`src/servo_position_estimator_macros.svh`:
```
// Assertion macros used by the servo position estimator sequencer.
`ifndef SERVO_POSITION_ESTIMATOR_MACROS_SVH
`define SERVO_POSITION_ESTIMATOR_MACROS_SVH
`ifndef SYNTH
`define SPE_ASSERT_NOW(label, clk, rst_n, ante, cons) \
    label: assert property (@(posedge clk) disable iff (!rst_n) (ante) |-> (cons)) \
    else $error("spe: same-cycle check failed");
`define SPE_ASSERT_NEXT(label, clk, rst_n, ante, cons) \
    label: assert property (@(posedge clk) disable iff (!rst_n) (ante) |=> (cons)) \
    else $error("spe: next-cycle check failed");
`else
`define SPE_ASSERT_NOW(label, clk, rst_n, ante, cons)
`define SPE_ASSERT_NEXT(label, clk, rst_n, ante, cons)
`endif
`endif

```
`src/spe_pkg.sv`:
```
// Types and constants shared by the servo position estimator modules.
`timescale 1ns / 1ps
`default_nettype none

package spe_pkg;

    localparam int unsigned COEF_W = 16;
    localparam int unsigned DT_W   = 16;
    localparam int unsigned MAG_W  = 10;
    localparam int unsigned EST_W  = 13;
    localparam int unsigned P0_W   = MAG_W + COEF_W;
    localparam int unsigned PROD_W = P0_W + DT_W;
    localparam int unsigned SUM_W  = P0_W + 2;

    localparam logic [9:0]  POS_MAX        = 10'd1023;
    localparam logic [9:0]  POS_MIN        = 10'd0;
    localparam logic [9:0]  BAND_LOW       = 10'd100;
    localparam logic [9:0]  BAND_HIGH      = 10'd923;
    localparam logic [10:0] FOLD_TOP       = 11'd1193;
    localparam logic [10:0] FOLD_WRAP      = 11'd1023;
    localparam logic signed [EST_W-1:0] EST_FOLD_TOP  = 13'sd1193;
    localparam logic signed [EST_W-1:0] EST_FOLD_SPAN = -13'sd170;
    localparam logic signed [SUM_W-1:0] SUM_EST_MAX   = 28'sd4095;
    localparam logic signed [SUM_W-1:0] SUM_EST_MIN   = -28'sd4096;
    localparam logic signed [EST_W-1:0] EST_MAX       = 13'sd4095;
    localparam logic signed [EST_W-1:0] EST_MIN       = -13'sd4096;
    localparam logic [DT_W-1:0] DT_MAX     = 16'hFFFF;
    localparam logic [COEF_W-1:0] COEF_RESET = 16'd124;

    localparam logic REG_RATE_COEF = 1'b0;

    typedef enum logic [1:0] {
        MODE_NORMAL = 2'd0,
        MODE_ENTER  = 2'd1,
        MODE_WAIT   = 2'd2
    } t_spe_mode;

    typedef enum logic [1:0] {
        ST_IDLE = 2'd0,
        ST_DT   = 2'd1,
        ST_MUL  = 2'd2,
        ST_FIN  = 2'd3
    } t_spe_state;

    typedef struct packed {
        logic [3:0]  actuator_index;
        logic [9:0]  measured_position;
        logic [10:0] speed_word;
        logic        direction;
        logic [31:0] time_ms;
    } t_spe_in;

    typedef struct packed {
        logic [10:0] estimated_position;
        logic        valid_angle;
        logic [1:0]  estimate_mode;
    } t_spe_out;

    typedef struct packed {
        logic [1:0]              mode;
        logic signed [EST_W-1:0] est;
        logic [31:0]             last_time;
    } t_spe_entry;

    typedef struct packed {
        logic accept;
        logic calc_dt;
        logic mul;
        logic finish;
    } t_spe_cmd;

    typedef struct packed {
        logic out_full;
    } t_spe_status;

endpackage

`default_nettype wire

```
`src/spe_ctrl.sv`:
```
// Sequencer for the servo position estimator: accept, elapsed time, multiply, write back.
`timescale 1ns / 1ps
`default_nettype none
`include "servo_position_estimator_macros.svh"

module spe_ctrl (
    input  wire                  i_clk,
    input  wire                  i_rst_n,
    input  wire                  i_in_valid,
    output logic                 o_in_ready,
    input  wire                  i_out_ready,
    input  spe_pkg::t_spe_status i_status,
    output spe_pkg::t_spe_cmd    o_cmd
);
    import spe_pkg::*;

    t_spe_state r_state;
    t_spe_state n_state;
    logic       w_room;

    assign w_room = !i_status.out_full || i_out_ready;

    always_ff @(posedge i_clk) begin
        if (!i_rst_n) begin
            r_state <= ST_IDLE;
        end else begin
            r_state <= n_state;
        end
    end

    always_comb begin
        n_state = r_state;
        case (r_state)
            ST_IDLE: begin
                if (i_in_valid) begin
                    n_state = ST_DT;
                end
            end
            ST_DT: begin
                n_state = ST_MUL;
            end
            ST_MUL: begin
                n_state = ST_FIN;
            end
            ST_FIN: begin
                if (w_room) begin
                    n_state = ST_IDLE;
                end
            end
            default: begin
                n_state = ST_IDLE;
            end
        endcase
    end

    always_comb begin
        o_in_ready     = 1'b0;
        o_cmd.accept   = 1'b0;
        o_cmd.calc_dt  = 1'b0;
        o_cmd.mul      = 1'b0;
        o_cmd.finish   = 1'b0;
        case (r_state)
            ST_IDLE: begin
                o_in_ready   = 1'b1;
                o_cmd.accept = i_in_valid;
            end
            ST_DT: begin
                o_cmd.calc_dt = 1'b1;
            end
            ST_MUL: begin
                o_cmd.mul = 1'b1;
            end
            ST_FIN: begin
                o_cmd.finish = w_room;
            end
            default: begin
                o_in_ready = 1'b0;
            end
        endcase
    end

    `SPE_ASSERT_NEXT(a_accept_to_dt, i_clk, i_rst_n, o_cmd.accept, r_state == ST_DT)
    `SPE_ASSERT_NEXT(a_stall_holds, i_clk, i_rst_n, (r_state == ST_FIN) && i_status.out_full && !i_out_ready, r_state == ST_FIN)
    `SPE_ASSERT_NEXT(a_finish_to_idle, i_clk, i_rst_n, o_cmd.finish, o_in_ready && !o_cmd.finish)

endmodule

`default_nettype wire

```
`src/spe_datapath.sv`:
```
// Datapath of the servo position estimator: state memory, dead reckoning and output register.
`timescale 1ns / 1ps
`default_nettype none

module spe_datapath #(
    parameter int unsigned ACTUATORS = 16
) (
    input  wire                  i_clk,
    input  wire                  i_rst_n,
    input  spe_pkg::t_spe_cmd    i_cmd,
    output spe_pkg::t_spe_status o_status,
    input  spe_pkg::t_spe_in     i_in_word,
    input  wire [15:0]           i_coef,
    input  wire                  i_out_ready,
    output logic                 o_out_valid,
    output spe_pkg::t_spe_out    o_out_word
);
    import spe_pkg::*;

    localparam int unsigned IDX_W = (ACTUATORS > 1) ? $clog2(ACTUATORS) : 1;
    localparam int unsigned IN_IDX_N = 16;

    logic [IDX_W-1:0] w_idx_tab [IN_IDX_N];

    for (genvar v = 0; v < IN_IDX_N; v++) begin : g_idx_tab
        localparam int unsigned ModV = v % ACTUATORS;
        assign w_idx_tab[v] = IDX_W'(ModV);
    end

    t_spe_entry       r_mem [ACTUATORS];
    logic [ACTUATORS-1:0] r_valid;

    logic [IDX_W-1:0]   w_idx;
    logic [IDX_W-1:0]   r_idx;
    logic [9:0]         r_pos;
    logic               r_spd_sign;
    logic               r_dir;
    logic [31:0]        r_now;
    logic [P0_W-1:0]    r_p0;
    t_spe_entry         r_ent;
    logic               r_ent_vld;
    logic [DT_W-1:0]    r_dt;
    logic [PROD_W-1:0]  r_prod;

    t_spe_entry         w_ent;
    logic [31:0]        w_diff;
    logic [P0_W-1:0]    w_mag;
    logic               w_neg;
    logic signed [SUM_W-1:0] w_est_ext;
    logic signed [SUM_W-1:0] w_mag_ext;
    logic signed [SUM_W-1:0] w_sum;
    logic signed [EST_W-1:0] w_sat;
    logic signed [EST_W-1:0] w_pos_est;
    logic signed [EST_W-1:0] n_est;
    logic [1:0]         n_mode;
    logic [10:0]        w_fold;
    logic               w_leave_dir;
    t_spe_entry         n_ent;
    logic               r_out_valid;
    t_spe_out           r_out_word;

    assign w_idx = w_idx_tab[i_in_word.actuator_index];
    assign w_ent = r_ent_vld ? r_ent : '0;

    always_ff @(posedge i_clk) begin
        if (i_cmd.accept) begin
            r_ent <= r_mem[w_idx];
        end
        if (i_cmd.finish) begin
            r_mem[r_idx] <= n_ent;
        end
    end

    always_ff @(posedge i_clk) begin
        if (!i_rst_n) begin
            r_valid     <= '0;
            r_out_valid <= 1'b0;
        end else begin
            if (i_cmd.finish) begin
                r_valid[r_idx] <= 1'b1;
                r_out_valid    <= 1'b1;
            end else if (i_out_ready) begin
                r_out_valid <= 1'b0;
            end
        end
    end

    always_ff @(posedge i_clk) begin
        if (i_cmd.accept) begin
            r_idx      <= w_idx;
            r_ent_vld  <= r_valid[w_idx];
            r_pos      <= i_in_word.measured_position;
            r_spd_sign <= i_in_word.speed_word[10];
            r_dir      <= i_in_word.direction;
            r_now      <= i_in_word.time_ms;
            r_p0       <= P0_W'(i_in_word.speed_word[9:0]) * P0_W'(i_coef);
        end
        if (i_cmd.calc_dt) begin
            r_dt <= (w_diff[31:DT_W] != '0) ? DT_MAX : w_diff[DT_W-1:0];
        end
        if (i_cmd.mul) begin
            r_prod <= PROD_W'(r_dt) * PROD_W'(r_p0);
        end
        if (i_cmd.finish) begin
            r_out_word.estimated_position <= w_fold;
            r_out_word.valid_angle        <= (n_mode == MODE_NORMAL);
            r_out_word.estimate_mode      <= n_mode;
        end
    end

    assign w_diff = r_now - w_ent.last_time;

    assign w_mag     = r_prod[PROD_W-1:DT_W];
    assign w_neg     = r_dir ^ r_spd_sign;
    assign w_est_ext = SUM_W'(w_ent.est);
    assign w_mag_ext = signed'({2'b00, w_mag});
    assign w_sum     = w_neg ? (w_est_ext - w_mag_ext) : (w_est_ext + w_mag_ext);
    assign w_pos_est = signed'({3'b000, r_pos});
    assign w_leave_dir = (!r_dir && (r_pos != POS_MIN)) || (r_dir && (r_pos != POS_MAX));

    always_comb begin
        if (w_sum > SUM_EST_MAX) begin
            w_sat = EST_MAX;
        end else if (w_sum < SUM_EST_MIN) begin
            w_sat = EST_MIN;
        end else begin
            w_sat = w_sum[EST_W-1:0];
        end
    end

    always_comb begin
        n_mode = w_ent.mode;
        n_est  = w_ent.est;
        case (w_ent.mode)
            MODE_NORMAL: begin
                n_est = w_pos_est;
                if ((!r_dir && (r_pos == POS_MAX)) || (r_dir && (r_pos == POS_MIN))) begin
                    n_mode = MODE_ENTER;
                end
            end
            MODE_ENTER: begin
                n_est = w_sat;
                if ((!r_dir && (r_pos == POS_MIN)) || (r_dir && (r_pos == POS_MAX))) begin
                    n_mode = MODE_WAIT;
                end
            end
            MODE_WAIT: begin
                n_est = w_sat;
                if (w_leave_dir && ((r_pos <= BAND_LOW) || (r_pos >= BAND_HIGH))) begin
                    n_mode = MODE_NORMAL;
                    n_est  = w_pos_est;
                end
            end
            default: begin
                n_mode = w_ent.mode;
            end
        endcase
    end

    always_comb begin
        if (n_est > EST_FOLD_TOP) begin
            w_fold = FOLD_TOP;
        end else if (n_est < EST_FOLD_SPAN) begin
            w_fold = FOLD_WRAP;
        end else if (n_est < 0) begin
            w_fold = 11'(EST_FOLD_TOP + n_est);
        end else begin
            w_fold = n_est[10:0];
        end
    end

    always_comb begin
        n_ent.mode      = n_mode;
        n_ent.est       = n_est;
        n_ent.last_time = r_now;
    end

    assign o_status.out_full = r_out_valid;
    assign o_out_valid       = r_out_valid;
    assign o_out_word        = r_out_word;

endmodule

`default_nettype wire

```
`src/servo_position_estimator.sv`:
```
// Servo position estimator top level: register port, sequencer and datapath.
// An accepted word passes the elapsed-time and multiply steps and reaches the output register at write-back.
// One word is taken at a time, the next only after write-back: memory read, elapsed time, multiply
// and write-back run in turn on the per-actuator state memory.
// A waiting result does not block the next input; a full output only holds the write-back.
// Synchronous reset sets every actuator to normal mode, estimate 0, time 0 and the coefficient to 124.
`timescale 1ns / 1ps
`default_nettype none

module servo_position_estimator #(
    parameter int unsigned ACTUATORS = 16
) (
    input  wire               i_clk,
    input  wire               i_rst_n,
    input  wire               i_in_valid,
    output logic              o_in_ready,
    input  spe_pkg::t_spe_in  i_in_word,
    output logic              o_out_valid,
    input  wire               i_out_ready,
    output spe_pkg::t_spe_out o_out_word,
    input  wire               psel,
    input  wire               penable,
    input  wire               pwrite,
    input  wire [2:0]         paddr,
    input  wire [31:0]        pwdata,
    output logic [31:0]       prdata,
    output logic              pready
);
    import spe_pkg::*;

    logic [COEF_W-1:0] r_coef;
    t_spe_cmd          w_cmd;
    t_spe_status       w_status;

    always_ff @(posedge i_clk) begin
        if (!i_rst_n) begin
            r_coef <= COEF_RESET;
        end else if (psel && penable && pwrite && (paddr[2] == REG_RATE_COEF)) begin
            r_coef <= pwdata[COEF_W-1:0];
        end
    end

    assign pready = 1'b1;
    assign prdata = (paddr[2] == REG_RATE_COEF) ? {{(32 - COEF_W){1'b0}}, r_coef} : '0;

    spe_ctrl u_ctrl (
        .i_clk       (i_clk),
        .i_rst_n     (i_rst_n),
        .i_in_valid  (i_in_valid),
        .o_in_ready  (o_in_ready),
        .i_out_ready (i_out_ready),
        .i_status    (w_status),
        .o_cmd       (w_cmd)
    );

    spe_datapath #(
        .ACTUATORS (ACTUATORS)
    ) u_datapath (
        .i_clk       (i_clk),
        .i_rst_n     (i_rst_n),
        .i_cmd       (w_cmd),
        .o_status    (w_status),
        .i_in_word   (i_in_word),
        .i_coef      (r_coef),
        .i_out_ready (i_out_ready),
        .o_out_valid (o_out_valid),
        .o_out_word  (o_out_word)
    );

endmodule

`default_nettype wire
```
`config.mk`:
```
export PLATFORM = sky130hd
export DESIGN_NAME = servo_position_estimator
export DESIGN_NICKNAME = d
export VERILOG_FILES = /design/src/spe_pkg.sv /design/src/spe_ctrl.sv /design/src/spe_datapath.sv /design/src/servo_position_estimator.sv
export VERILOG_INCLUDE_DIRS = /design/src /design/src/src
export SDC_FILE = /design/constraint.sdc
export NUM_CORES = 2
export LEC_CHECK = 0
export BUFFER_PORTS_ARGS = -buffer_cell sky130_fd_sc_hd__buf_4
export CORE_MARGIN = 4
export CORE_UTILIZATION = 45
export DETAILED_ROUTE_END_ITERATION = 10
export PLACE_DENSITY = 0.64
export RECOVER_POWER = 100
export SLEW_MARGIN = 10
export SYNTH_ARGS = -nofsm -noshare
export SYNTH_HDL_FRONTEND = slang
export SYNTH_HIERARCHICAL = 1
export SYNTH_SLANG_ARGS = --single-unit
```
`constraint.sdc`:
```
create_clock -name i_clk -period 10.3 [get_ports i_clk]
set_input_delay 2.575 -clock i_clk [delete_from_list [all_inputs] [get_ports i_clk]]
set_output_delay 2.575 -clock i_clk [all_outputs]
set_load 0.01 [all_outputs]
```
---- Word level (Yosys, flattened, before mapping) ----
Memories as Yosys holds them, arrays and structs flattened. A register that Yosys moved wholly into a read port is not among the register bits.
Index checks and enable logic that the tools add are counted.
word-level totals
  flip-flop bits (word level) ............. 182
  memory bits (writable) .................. 752
  ROM bits ................................ 64
  bits of input ports ..................... 100
  output and inout port bits .............. 49
  logic and storage cells ................. 107
  memories ................................ 2
memories
  name              words  width  rd ports  clocked after Yosys merged registers in  wr ports  line                text
  u_datapath.r_mem  16     47     1         1                                        1         spe_datapath.sv:30  t_spe_entry r_mem [ACTUATORS];
  (name not given)  16     4      1         0                                        0         spe_datapath.sv:62  assign w_idx = w_idx_tab[i_in_word.actuator_index];
cells by class
  $add $sub $neg .......................... 4
  multiply operators ...................... 2
  order comparisons ....................... 11
  eq/ne operators ......................... 9
  muxes and demuxes ....................... 31
  bitwise operators ....................... 4
  reductions and logical operators ........ 27
operator list
  cell                      number
  $mux W47                  1
  $mul A16 B26 Y42          1
  $mux W13                  3
  $pmux W13 S3              1
  $sub A32 B32 Y32          1
  $add A13 B27 Y28          1
  $gt A28 B13 Y1 const B    1
  $lt A28 B13 Y1 const B    1
  $mux W28                  1
  $sub A13 B27 Y28          1
  $mul A10 B16 Y26          1
  $mux W11                  2
  $mux W16                  1
  $or A16 B16 Y16           1
  $reduce_bool A16 Y1       1
  $gt A13 B12 Y1 const B    1
  $lt A13 B1 Y1 const B     1
  $lt A13 B9 Y1 const B     1
  $add A11 B11 Y11 const A  1
  $logic_and A1 B1 Y1       11
  $mux W1                   11
  $eq A10 B10 Y1 const B    1
  $ge A10 B10 Y1 const B    1
  $le A10 B7 Y1 const B     1
  25 further kinds          41

---- Logic depth before layout (Yosys ltp) ----
  word-level depth ........................ 11
  gate-level depth with buffers ........... 30
  mapped depth without buffers ............ 29

---- Cells and area by module ----
Netlist, hierarchy kept.
by module, submodules not included
  module                    instances  cells an instance  area an instance (µm²)  sequential area each (µm²)
  spe_datapath              1          4060               56645.6                 28267.1
  servo_position_estimator  1          106                932.1                   320.3
  spe_ctrl                  1          19                 170.2                   40.0

---- Worst setup path after synthesis ----
OpenSTA, ideal clock, no wires.
  kind .................................... input to register
  from .................................... input i_out_ready
  to ...................................... memory u_datapath/r_mem[0][0] (netlist bit), enable pin
  setup time .............................. 512 ps
  arrival ................................. 7761 ps
  required time ........................... 9788 ps
  path slack .............................. 2027 ps
  stages on the path ...................... 4
  path buffers ............................ 0
  path through ............................ inv_1 a21boi_0 or3b_2 nor3_1
RTL lines
  what             line                            text
  start, declared  servo_position_estimator.sv:19  input wire i_out_ready,
  end, declared    spe_datapath.sv:30

---- Worst setup path in the final report ----
  from .................................... input i_in_word[55] (netlist bit)
  to ...................................... register u_datapath/r_ent[17] (netlist name)
between the ends
  word-level cells in the longest chain between the ends .. 4
ends and longest elaborated chain
  what                                        line                            text
  start, declared                             servo_position_estimator.sv:17  input spe_pkg::t_spe_in i_in_word,
  $not A4 Y5 (not written as such)            spe_datapath.sv:62
  $mem_v2 Z16 W4                              n/a
  $mux W4 (not written as such) (2 in a row)  spe_datapath.sv:62
Every way passes these cells. The select of a mux whose other input is x is not followed.
A chain may end at the register's enable or synchronous reset.

==> results.json <==
{
  "status": "complete, but fails checks",
  "violations": "max-capacitance violations, max-slew violations",
  "io_buffers": 113,
  "fin_nets": 5046,
  "drv_cap": 37,
  "end_kind": "register",
  "cts_setup_buffers": 0,
  "synth_cells": 4185,
  "dieArea_sq_mm": 0.134,
  "dominantRegCellSynth": "edfxtp_1",
  "setup-tns-final_ps": 0,
  "die_w_um": 366,
  "grt_pass1_wl_um": 207000,
  "n_fill_cell": 10905,
  "arrival_ps": 9810,
  "wl_um": 131000,
  "hold_viol_final": 0,
  "post-dp-hpwl_um": 83100,
  "grt_usage": 0.198,
  "detail_route.wl_per_cell_um": 21.8,
  "grt-ovfl-total": 0,
  "fp-row-count": 131,
  "critPathRequiredTime_ps": 10820,
  "synth_edf_count": 930,
  "dr_total_vias": 33482,
  "yosysWarnings": 6,
  "clock_latency_ps": 690,
  "fin_hold_ws_ps": 466,
  "cts_tree": "built",
  "pin_count": 149,
  "finalCritPeriodShare": 0.902,
  "postCtsResizedCells": 0,
  "htreeDepth": 3,
  "coreArea_sq_mm": 0.128,
  "hp-class": "reg2reg",
  "numCtsBuffers": 99,
  "post-route-util": 0.496,
  "synth-seq-cells": 965,
  "cts-root-buf": "clkbuf_16",
  "clkTransAtPathRegs_ps": 60,
  "cts.sinks": 965,
  "clock-skew-final_ps": 30.5,
  "antenna_found_initial": 2,
  "area_delta_synth_final_pct": 9.51,
  "yosysSeqAreaShare": 0.496,
  "period_minus_slack_ps": 9290,
  "maxSlewViolCount": 1297,
  "cts_buffer_depth": 3,
  "routabilityCongestion": 0.830,
  "grt_pass1_vias": 34535,
  "start_util": 0.453,
  "drt-initial-drc-count": 2778,
  "rsz0062_at_grt": "no",
  "ant_nets": 0,
  "worst_pin_slew_ps": 7010,
  "drive_gt1_frac": 0.120,
  "drc": 0,
  "drt-pass1-iter-count": 5,
  "critPathLaunchType": "input port",
  "cp_max_fo": 126,
  "fmax_mhz": 108,
  "synth_cell_type_count": 90,
  "ys_async_sr_fraction": 0,
  "slew_headroom": -3.68,
  "path_class": "in2reg",
  "syn_area_per_cell_sq_um": 13.8,
  "finalSetupViolCount": 0,
  "cts_hold_buf": 0,
  "grt_start_max_net_pins": 127,
  "avgViaCountPerCell": 5.57,
  "n_antenna_cell": 0,
  "die_h_um": 366,
  "synth_area_sq_mm": 0.0577
}
## cells by family (layout without fill, tap and decap cells)
| kind of cell | Yosys count | in the layout | synth area share |
|---|---|---|---|
| AND/OR/NAND/NOR | 1098 | 1098 | 0.0921 |
| flip-flops | 965 | 965 | 0.496 |
| adder cells (fa/ha/maj) | 682 | 682 | 0.206 |
| buffers and inverters | 677 | 827 | 0.0460 |
| multiplexers | 263 | 263 | 0.0976 |
| XOR/XNOR | 107 | 107 | 0.0164 |
| other | 2 | 17 | 0.000130 |
| AO/OA/AOI/OAI | 391 | 391 | 0.0465 |
## layout make-up
cell class / count / area (sq um) / share of cell area
clock inverter: 69 / 637 / 0.0101
inverter: 474 / 1780 / 0.0281
sequential: 965 / 28600 / 0.453
clock buffer: 118 / 2660 / 0.0420
timing repair buffer: 166 / 991 / 0.0157
tap: 1662 / 2080 / 0.0329
multi-input combinational: 2558 / 26500 / 0.419
## through the flow
stage / instances / area, sq um / worst slack, ps
final: 6012 / 63200 / 1010
after global routing: 6012 / 63200 / 646
after CTS: 6012 / 63700 / 1620
after detailed placement: 5825 / 60400 / 1630
after global placement: 5825 / 60400 / 1680
after floorplan: 4200 / 57800 / 2030
## synth_stat cells, drive strengths merged, types with 43 or more instances
| master | n | area, sq um |
|---|---|---|
| a21oi | 94 | 482 |
| ha | 237 | 2970 |
| o21ai | 73 | 369 |
| inv | 474 | 1780 |
| xnor2 | 66 | 586 |
| nor3 | 45 | 236 |
| nand2 | 522 | 1960 |
| nor2 | 111 | 427 |
| mux4 | 240 | 5410 |
| fa | 445 | 8910 |
| clkbuf | 160 | 601 |
| and2 | 217 | 1360 |
| edfxtp | 930 | 27900 |
| buf | 43 | 275 |
## routing by layer
metal  GRT usage  part of all wire
met1       0.276              0.43
met2       0.336              0.50
met3      0.0241             0.053
met4      0.0437             0.016
met5           0          0.000099
## state kept, by name, summed over array words and instances, names as in the netlist, 2 cells and up
name / cells
u_datapath/o_out_word: 14
u_datapath/r_idx: 4
u_datapath/r_now: 32
u_datapath/r_dt: 16
u_datapath/r_valid: 16
u_datapath/r_ent: 47
u_datapath/r_p0: 26
r_coef: 16
u_datapath/r_pos: 10
u_ctrl/r_state: 2
u_datapath/r_mem: 752
u_datapath/r_prod: 26
## placed cells by master, fill, tap and decap left out, drive strengths merged, types with 17 or more instances in the layout
| cell type | n |
|---|---|
| o21ai | 73 |
| fa | 445 |
| mux4 | 240 |
| nor2 | 111 |
| buf | 55 |
| xnor2 | 66 |
| mux2i | 22 |
| conb | 17 |
| a211oi | 20 |
| o21a | 32 |
| a21o | 31 |
| ha | 237 |
| and2 | 217 |
| nand3 | 33 |
| nor3 | 45 |
| nand2 | 522 |
| a21oi | 94 |
| edfxtp | 930 |
| nor2b | 37 |
| dfxtp | 35 |
| clkbuf | 228 |
| and3 | 19 |
| inv | 482 |
| xor2 | 41 |
| nand2b | 25 |
| clkinv | 47 |
## final timing paths
kind,start,end,slack (ps),depth (start not counted)
setup / recovery,i_in_word[55],u_datapath/r_ent[17],1010,4
hold / removal,u_datapath/r_valid[14],u_datapath/r_valid[14],470,1
setup reg to reg,u_datapath/r_ent_vld,u_datapath/o_out_word[5],1680,18
hold reg to reg,u_datapath/r_valid[14],u_datapath/r_valid[14],470,1
## worst max-delay path: stages
cell and delay, ps:
clkbuf_8 520, clkdlybuf4s25_1 5170, mux4_2 1090, mux4_2 280
Power is not shown: default switching activity piles up to over one toggle a cycle in this logic, so the estimate is an artifact.
